File: config.mk
export PLATFORM = sky130hd
export DESIGN_NAME = set_assoc_cache_tag_lru
export DESIGN_NICKNAME = d
export VERILOG_FILES = /design/src/hw/rtl/sactl_pkg.sv /design/src/hw/rtl/sactl_ram.sv /design/src/hw/rtl/set_assoc_cache_tag_lru.sv
export SDC_FILE = /design/constraint.sdc
export NUM_CORES = 2
export LEC_CHECK = 0
export CAP_MARGIN = 0
export CORE_ASPECT_RATIO = 1.25
export CORE_MARGIN = 2
export CORE_UTILIZATION = 59
export CTS_CLUSTER_SIZE = 40
export DETAILED_ROUTE_END_ITERATION = 7
export DONT_BUFFER_PORTS = 1
export PLACE_DENSITY_LB_ADDON = 0.2
export SYNTH_ARGS = -nofsm -noshare
export SYNTH_HDL_FRONTEND = slang
export SYNTH_SLANG_ARGS = --single-unit
File: constraint.sdc
create_clock -name i_clk -period 10.9 [get_ports i_clk]
set_input_delay 1.09 -clock i_clk [delete_from_list [all_inputs] [get_ports i_clk]]
set_output_delay 1.09 -clock i_clk [all_outputs]
set_load 0.1 [all_outputs]
File: src/hw/rtl/sactl_pkg.sv
// ----------------------------------------------------------------------------
// sactl_pkg: shared sizes and types for the set-associative tag store
// Address split, line and row layouts, and the field helpers used by the
// tag store; the checker takes only the output width from here.
// ----------------------------------------------------------------------------
package sactl_pkg;

    // derive floor of log2 at elaboration
    function automatic int floor_log2(input int v);
        int n;
        int x;
        n = 0;
        x = v;
        while (x > 1) begin
            x = x >> 1;
            n++;
        end
        return n;
    endfunction

    // cache geometry
    localparam int WAYS            = 2;
    localparam int WORDS_PER_BLOCK = 4;
    localparam int CACHE_WORDS     = 256;

    localparam int SETS_RAW = CACHE_WORDS / WORDS_PER_BLOCK / WAYS;
    localparam int SETS     = (SETS_RAW == 0) ? 1 : SETS_RAW;
    localparam int SET_BITS = floor_log2(SETS);
    localparam int SET_OFF  = 2 + floor_log2(WORDS_PER_BLOCK);
    localparam int TAG_OFF  = SET_OFF + SET_BITS;

    localparam int ADDR_W  = 32;
    localparam int TAG_W   = ADDR_W - TAG_OFF;
    localparam int SET_W   = (SET_BITS > 0) ? SET_BITS : 1;
    localparam int ROWS    = 1 << SET_BITS;
    localparam int AGE_W   = $clog2(WAYS + 1);
    localparam int WAY_W   = (WAYS > 1) ? $clog2(WAYS) : 1;

    // stream widths
    localparam int IN_TDATA_W  = 32;
    localparam int IN_TUSER_W  = 1;
    localparam int OUT_TDATA_W = 8;

    typedef logic [TAG_W-1:0] t_tag;
    typedef logic [SET_W-1:0] t_set;
    typedef logic [AGE_W-1:0] t_age;
    typedef logic [WAY_W-1:0] t_way_idx;

    // one way of a set
    typedef struct packed {
        t_tag tag;
        t_age age;
        logic valid;
        logic dirty;
    } t_line;

    // all ways of one set, stored as one memory row
    typedef t_line [WAYS-1:0] t_row;

    localparam int ROW_W = $bits(t_row);

    // pull the set index out of a byte address
    function automatic t_set get_set(input logic [ADDR_W-1:0] addr);
        logic [ADDR_W-1:0] sh;
        sh = addr >> SET_OFF;
        if (SET_BITS == 0) begin
            return '0;
        end
        return sh[SET_W-1:0];
    endfunction

    // pull the tag out of a byte address
    function automatic t_tag get_tag(input logic [ADDR_W-1:0] addr);
        logic [ADDR_W-1:0] sh;
        sh = addr >> TAG_OFF;
        return sh[TAG_W-1:0];
    endfunction

endpackage

File: src/hw/rtl/sactl_ram.sv
// ----------------------------------------------------------------------------
// sactl_ram: generic simple dual-port RAM
// One write port and one read port with a registered, enabled read.
// ----------------------------------------------------------------------------
module sactl_ram #(
    parameter int WIDTH = 8,
    parameter int DEPTH = 16
) (
    input  logic                                   i_clk,
    input  logic                                   i_we,
    input  logic [((DEPTH > 1) ? $clog2(DEPTH) : 1)-1:0] i_waddr,
    input  logic [WIDTH-1:0]                       i_wdata,
    input  logic                                   i_re,
    input  logic [((DEPTH > 1) ? $clog2(DEPTH) : 1)-1:0] i_raddr,
    output logic [WIDTH-1:0]                       o_rdata
);

    logic [WIDTH-1:0] r_mem [DEPTH];
    logic [WIDTH-1:0] r_rdata;

    // write and registered read
    always_ff @(posedge i_clk) begin
        if (i_we) begin
            r_mem[i_waddr] <= i_wdata;
        end
        if (i_re) begin
            r_rdata <= r_mem[i_raddr];
        end
    end

    assign o_rdata = r_rdata;

endmodule

File: src/hw/rtl/set_assoc_cache_tag_lru.sv
// ----------------------------------------------------------------------------
// set_assoc_cache_tag_lru: tag store of a set-associative cache, counter LRU
// A request accepted is held in the input stage while its set is read from
// the tag RAM, then its result is registered in the result stage.
// Throughput: one request per cycle unless the output stalls; each set is
// one row of the tag RAM, read at accept and written back as the request
// leaves the input stage, with a bypass for back-to-back same-set requests.
// Reset: one valid flag per set is cleared at once, so every line reads as
// empty; no clearing pass, requests are taken right after reset.
// ----------------------------------------------------------------------------
module set_assoc_cache_tag_lru (
    input  logic                                i_clk,
    input  logic                                i_rst_n,
    input  logic                                i_s_axis_tvalid,
    output logic                                o_s_axis_tready,
    // [31:0] address
    input  logic [sactl_pkg::IN_TDATA_W-1:0]    i_s_axis_tdata,
    // [0] is_write
    input  logic [sactl_pkg::IN_TUSER_W-1:0]    i_s_axis_tuser,
    output logic                                o_m_axis_tvalid,
    input  logic                                i_m_axis_tready,
    // [0] miss, [1] evict, [2] wback, [7:3] zero
    output logic [sactl_pkg::OUT_TDATA_W-1:0]   o_m_axis_tdata
);

    import sactl_pkg::*;

    // input stage
    logic        r_s1_vld;
    t_set        r_s1_set;
    t_tag        r_s1_tag;
    logic        r_s1_wr;
    logic        r_s1_rv;
    logic        r_byp;
    t_row        r_byp_row;

    // set valid flags
    logic [ROWS-1:0] r_row_vld;

    // result stage
    logic        r_out_vld;
    logic        r_miss;
    logic        r_evict;
    logic        r_wb;

    logic        in_fire;
    logic        s1_adv;
    logic        wr_en;
    t_set        in_set;
    t_row        ram_rdata;
    t_row        cur_row;
    t_row        n_row;
    logic        n_miss;
    logic        n_evict;
    logic        n_wb;

    logic        hit_found;
    t_way_idx    hit_way;
    logic        inv_found;
    t_way_idx    inv_way;
    t_way_idx    lru_way;
    t_age        lru_age;
    t_way_idx    vic_way;

    // handshake
    assign s1_adv          = !r_out_vld || i_m_axis_tready;
    assign o_s_axis_tready = !r_s1_vld || s1_adv;
    assign in_fire         = i_s_axis_tvalid && o_s_axis_tready;
    assign wr_en           = r_s1_vld && s1_adv;
    assign in_set          = get_set(i_s_axis_tdata[ADDR_W-1:0]);

    sactl_ram #(
        .WIDTH (ROW_W),
        .DEPTH (ROWS)
    ) u_tag_ram (
        .i_clk   (i_clk),
        .i_we    (wr_en),
        .i_waddr (r_s1_set),
        .i_wdata (n_row),
        .i_re    (in_fire),
        .i_raddr (in_set),
        .o_rdata (ram_rdata)
    );

    // select current set contents: bypass, stored row, or empty
    always_comb begin
        if (r_byp) begin
            cur_row = r_byp_row;
        end else if (r_s1_rv) begin
            cur_row = ram_rdata;
        end else begin
            cur_row = '0;
        end
    end

    // look up the set: first valid match, first empty way, first oldest way
    always_comb begin
        hit_found = 1'b0;
        hit_way   = '0;
        inv_found = 1'b0;
        inv_way   = '0;
        lru_way   = '0;
        lru_age   = cur_row[0].age;
        for (int w = 0; w < WAYS; w++) begin
            if (!hit_found && cur_row[w].valid && cur_row[w].tag == r_s1_tag) begin
                hit_found = 1'b1;
                hit_way   = t_way_idx'(w);
            end
            if (!inv_found && !cur_row[w].valid) begin
                inv_found = 1'b1;
                inv_way   = t_way_idx'(w);
            end
            if (w > 0 && cur_row[w].age < lru_age) begin
                lru_age = cur_row[w].age;
                lru_way = t_way_idx'(w);
            end
        end
    end

    // update the set and form the result
    always_comb begin
        n_row   = cur_row;
        n_miss  = 1'b0;
        n_evict = 1'b0;
        n_wb    = 1'b0;
        vic_way = inv_found ? inv_way : lru_way;
        if (hit_found) begin
            for (int w = 0; w < WAYS; w++) begin
                if (cur_row[w].age != '0) begin
                    n_row[w].age = cur_row[w].age - t_age'(1);
                end
            end
            n_row[hit_way].age   = t_age'(WAYS);
            n_row[hit_way].dirty = cur_row[hit_way].dirty | r_s1_wr;
        end else begin
            n_miss               = 1'b1;
            n_evict              = !inv_found;
            n_wb                 = !inv_found && cur_row[lru_way].dirty;
            n_row[vic_way].tag   = r_s1_tag;
            n_row[vic_way].age   = t_age'(WAYS);
            n_row[vic_way].valid = 1'b1;
            n_row[vic_way].dirty = r_s1_wr;
        end
    end

    // control registers
    always_ff @(posedge i_clk) begin
        if (!i_rst_n) begin
            r_s1_vld  <= 1'b0;
            r_out_vld <= 1'b0;
            r_row_vld <= '0;
            r_byp     <= 1'b0;
        end else begin
            if (in_fire) begin
                r_s1_vld <= 1'b1;
                r_byp    <= wr_en && (r_s1_set == in_set);
            end else if (s1_adv) begin
                r_s1_vld <= 1'b0;
            end
            if (s1_adv) begin
                r_out_vld <= r_s1_vld;
            end
            if (wr_en) begin
                r_row_vld[r_s1_set] <= 1'b1;
            end
        end
    end

    // payload registers
    always_ff @(posedge i_clk) begin
        if (in_fire) begin
            r_s1_set  <= in_set;
            r_s1_tag  <= get_tag(i_s_axis_tdata[ADDR_W-1:0]);
            r_s1_wr   <= i_s_axis_tuser[0];
            r_s1_rv   <= r_row_vld[in_set];
            r_byp_row <= n_row;
        end
        if (s1_adv) begin
            r_miss  <= n_miss;
            r_evict <= n_evict;
            r_wb    <= n_wb;
        end
    end

    assign o_m_axis_tvalid = r_out_vld;
    assign o_m_axis_tdata  = {5'b00000, r_wb, r_evict, r_miss};

endmodule

; After elaboration in Yosys (flattened, before gate mapping)
; Memories as Yosys holds them, arrays and structs flattened. A register that Yosys moved wholly into a read port is not among the register bits.
; Index checks and enable logic that the tools add are counted.
[totals]
elab_cells = 103
n_memories = 1
ramBits = 1728
input_bits = 37
register_bits = 122
output_inout_bits = 10
[memory_table]
columns = memory, words, word_bits, rd, rd_clocked_by_memory_dff, wr, line_no
row1 = u_tag_ram.r_mem, 32, 54, 1, 1, 1, sactl_ram.sv:18  ; logic [WIDTH-1:0] r_mem [DEPTH];
[classes]
bitwise = 2
magnitude_cmp = 9
n_eq_ne = 3
addsub = 2
n_mux = 46
n_reduce_logical = 21
[ops]
columns = cell, count
row1 = bitwise mux 54 bit, 6
row2 = demux 27 bit (select 1 bit), 6
row3 = 2-to-1 mux 54 bit, 3
row4 = == test 23 bit, 2
row5 = OR 32 bit, 1
row6 = 2-to-1 mux 27 bit, 1
row7 = 2-to-1 mux 1 bit, 21
row8 = < comparator 5 x 6 -> 1 bit (second input constant), 2
row9 = logical AND 1 bit, 11
row10 = 2-to-1 mux 2 bit, 5
row11 = 2-to-1 mux 4 bit, 2
row12 = < comparator 1 x 2 -> 1 bit (second input constant), 3
row13 = nonzero test 2 bit, 3
row14 = binary-select mux 1 bit (select 5 bit), 1
row15 = demux 1 bit (select 5 bit), 1
row16 = == test 5 bit, 1
row17 = >= comparator 5 x 1 -> 1 bit (second input constant), 1
row18 = logical NOT 1 bit, 5
row19 = subtractor 2 x 1 -> 2 bit (second input constant), 2
row20 = >= comparator 1 bit (second input constant), 2
row21 = logical OR 1 bit, 2
row22 = < comparator 2 bit, 1
row23 = OR 1 bit, 1

; Depth between registers and ports, before layout
[logic_depth]
ltp_word = 16
depth_mapped = 13
depth_no_buf = 8

; Modules after synthesis
; From an unflattened synthesis, not the netlist that was laid out.
[unflattened]
cells_unflattened = 4435
hier_area_um2 = 75909.1
[modules_own_cells]
columns = module, seq_area_each_um2, n_inst, cells_each, area_per_inst_um2
row1 = sactl_ram, 53511.3, 1, 3778, 68806.0
row2 = set_assoc_cache_tag_lru, 3313.2, 1, 657, 7103.1

; Worst setup path before layout
; No wires, ideal clock.
[synth_timing]
kind = input to register
startpoint = in i_m_axis_tready
endpoint = reg r_byp
arrival_ns = 8.427
path_buffers = 0
setup_ns = 0.122
path_stages = 4
required_time_ns = 10.778
setup_slack_ns = 2.351
path_cell_list = nor2b_1 > a21oi_1 > o22ai_1 > and2_1
[synth_via]
elab_chain_len = 3
word_cells_on_any_way = 5
[synth_rtl]
columns = item, line_no
row1 = start: declaration, set_assoc_cache_tag_lru.sv:21  ; input logic i_m_axis_tready,
row2 = logical OR 1 bit, set_assoc_cache_tag_lru.sv:66  ; assign s1_adv = !r_out_vld || i_m_axis_tready;
row3 = logical OR 1 bit, set_assoc_cache_tag_lru.sv:67  ; assign o_s_axis_tready = !r_s1_vld || s1_adv;
row4 = logical AND 1 bit, set_assoc_cache_tag_lru.sv:68  ; assign in_fire = i_s_axis_tvalid && o_s_axis_tready;
row5 = net in_fire, set_assoc_cache_tag_lru.sv:46  ; logic in_fire;
row6 = end signal: assignment, set_assoc_cache_tag_lru.sv:156  ; r_byp <= wr_en && (r_s1_set == in_set);
row7 = end: declaration, set_assoc_cache_tag_lru.sv:34  ; logic r_byp;
; The timed path passes the listed nets, and every way through them passes these cells.
; A chain may end at the register's enable or synchronous reset.

==> flow_summary.ini <==
[clock_network]
clock_path_buffers = 3
postCtsHoldBufs = 0
numCtsBuffers = 169
tritoncts = yes
post_cts_buffers = 0
cts_resized = 0
htree_levels = 4
clkTransAtPathRegs_ns = 0.07
cts_root_buffer = clkbuf_16
numClockSinks = 1904
clk_latency_ns = 0.81

[timing]
skew_ns = 0.02717
hold_slack_ns = 0.3686
max_freq_mhz = 164.8
min_period_ns = 6.070
setup_tns_ns = 0
finalCritPeriodShare_pct = 55.68
slew_violations = 232
relSlewSlack_pct = -90.26
setup_ws_ns = 4.830
setup-violations-final = 0
worst_slew_pin_slew_ns = 2.854
rsz0062_at_grt = false
final_hold_viol_count = 0

[global_route]
grt_pass1_wl_um = 254800
grt_max_degree = 443
grt.overflow.total = 0
antenna_found_initial = 16
grtUsageTotal_pct = 28.45
grt_pass1_vias = 35153

[logic_synthesis]
yosys_warnings = 0
syn_inst = 3197
synthTopCellsByArea = edfxtp_1 76%, mux4_2 17%, dfxtp_1 0.94%
synth_commonest_cells = 1,869 x edfxtp_1, 550 x mux4_2, 109 x clkbuf_1
synth_edf_count = 1869
synth_area_per_cell_um2 = 23.19
synth_ff_type = edfxtp_1
ys_seq_area_share_pct = 76.63
ys_types = 78
yosysMostFrequentCell = edfxtp_1
ys_seq_elements = 1904
netlist_area_um2 = 74150
synthArstFlopShare_pct = 0
synth_top_cell_by_area = edfxtp_1
synth_top_area_share_pct = 75.69

[hold_path]
hold_class = input pin to flop
holdPathStages = 0
hold_start = i_s_axis_tdata[24]
whs_endpoint = r_s1_tag[15]

[layout]
utilization_pct = 65.53
design_area_um2 = 81790
area_growth_syn_to_layout_pct = 10.30
stdcell_count = 5011
fin_nets = 3286
drive_gt1_share_pct = 29.05

[detailed_routing]
routed_wl_um = 179900
drc_errors = 0
drtIter0Drc = 4838
wl_per_cell_um = 35.90
ant_nets = 0
via_per_inst = 6.927
vias = 34713
first_pass_iters = 7

[die]
initial_core_util_pct = 59.41
die_h_um = 400.4
ios = 47
rows = 145
die_area_um2 = 128600
die_w_um = 321.1
core_area_um2 = 124800

[worst_setup_path]
cpMaxStageDelayCell = mux2_1
cpPeakStageDelay_ns = 0.86
cp-start-kind = flop
ff2ff_setup_slack_ns = 4.83
path_cells = buf_4, nor2b_4, buf_4, a22oi_1, a2111o_1, nor4_2, nand4_2, nand3_2, buf_4, mux2_1
crit_required_ns = 11.36
r2r-end = u_tag_ram.r_mem[17][44]
worst_ep_arrival_time_ns = 6.53
cp_num_buf_inv = 3
crit_fanout = 60
r2r_start = r_s1_rv
critical_path.top_delay_family = simple AND/OR/NAND/NOR gates
worstSetupEndpointType = flop
reg2regPathDepth = 10
critical_path_class = flop to flop
crit_top_cell = buf_4

[status]
violations = max-slew violations
status = finished with violations

[power]
powerDensity_nw_per_um2 = 181.1
vdd_drop_max_mv = 0.1241
leakage_nw = 25.24
power_mw = 14.81

[placement]
place.gp.congestion = 0.9114
port_buffers = 0
dp.cells = 4693
hpwl_um = 86140
placedInstanceArea_um2 = 76210
post-place-ws_ns = 4.723

[run]
cap_viol_max_count = 0
[kinds of logic after synthesis]
family	Yosys count	synth area share [%]
AOI/OAI and AO/OA	185	1.895
xor gates and xnor gates	52	0.6142
adders and majority gates	1	0.01687
buffers and inverters	203	1.171
DFF	1904	76.63
muxes	645	18.13
other	1	0.005057
and+or+nand+nor	206	1.541
[how the worst max path moves through the flow]
stage | from | end | cells past startpoint
floorplan | i_m_axis_tready | r_byp | 4
global placement | r_s1_rv | u_tag_ram.r_mem[4][46] | 10
detailed placement | r_s1_rv | u_tag_ram.r_mem[13][34] | 10
CTS | r_s1_rv | u_tag_ram.r_mem[8][34] | 10
global route | r_s1_rv | u_tag_ram.r_mem[2][36] | 10
finish | r_s1_rv | u_tag_ram.r_mem[17][44] | 10
[sequential cells by signal, summed over array words and instances (netlist names)]
register	flops
o_m_axis_tvalid	1
r_byp	1
r_byp_row	54
r_evict	1
r_miss	1
r_row_vld	32
r_s1_rv	1
r_s1_set	5
r_s1_tag	23
r_s1_vld	1
r_s1_wr	1
r_wb	1
u_tag_ram.o_rdata	54
u_tag_ram.r_mem	1728
[where the power goes]
group	leakage, nW	switching (mW)	total [mW]	internal (mW)
sequential	17.2	0.0627	8.26	8.19
combinational	5.31	0.332	0.632	0.301
clock	2.68	2.62	5.92	3.31
[metal layers]
| layer | vias to the layer above | track usage, % | share of wire, % |
|---|---|---|---|
| met5 | - | 0 | 0.051 |
| li1 | 13784 | - | - |
| met2 | 1800 | 47.43 | 51 |
| met4 | 14 | 10.02 | 3.4 |
| met3 | 388 | 5.383 | 8.5 |
| met1 | 18727 | 38.13 | 37 |
[final cells by class]
class / instances / area (um2)
inverters: 14 / 52.55
clock buffers: 207 / 4466
well taps: 1617 / 2023
fillers: 7723 / 43030
multi-input cells: 1094 / 16910
clock inverters: 103 / 1003
repair buffers: 65 / 491.7
diodes: 7 / 17.52
flip-flops and latches: 1904 / 56830
[layout by cell type, fill, tap and decap left out, drive strengths merged, types with 5 or more instances in the layout]
cell     count
nand2       45
o22ai        9
a2111oi      5
a21boi       7
dfxtp       35
conb         5
inv         23
clkbuf     207
xnor2       18
mux2        83
nor3b        7
nor3         8
nand4        6
bufinv      16
mux4       550
mux2i       12
o21a        36
nand3b      14
a22o        23
edfxtp    1869
nor2b       12
a21oi       22
nand3       18
buf         65
a221oi       5
nor2        56
nor4         5
o21ai       24
and3b        8
clkinv      75
xor2        34
a22oi       15
diode        7
a31oi        6
o221ai       5
nand4b       8
No activity file was read; power rests on OpenSTA's default activity.
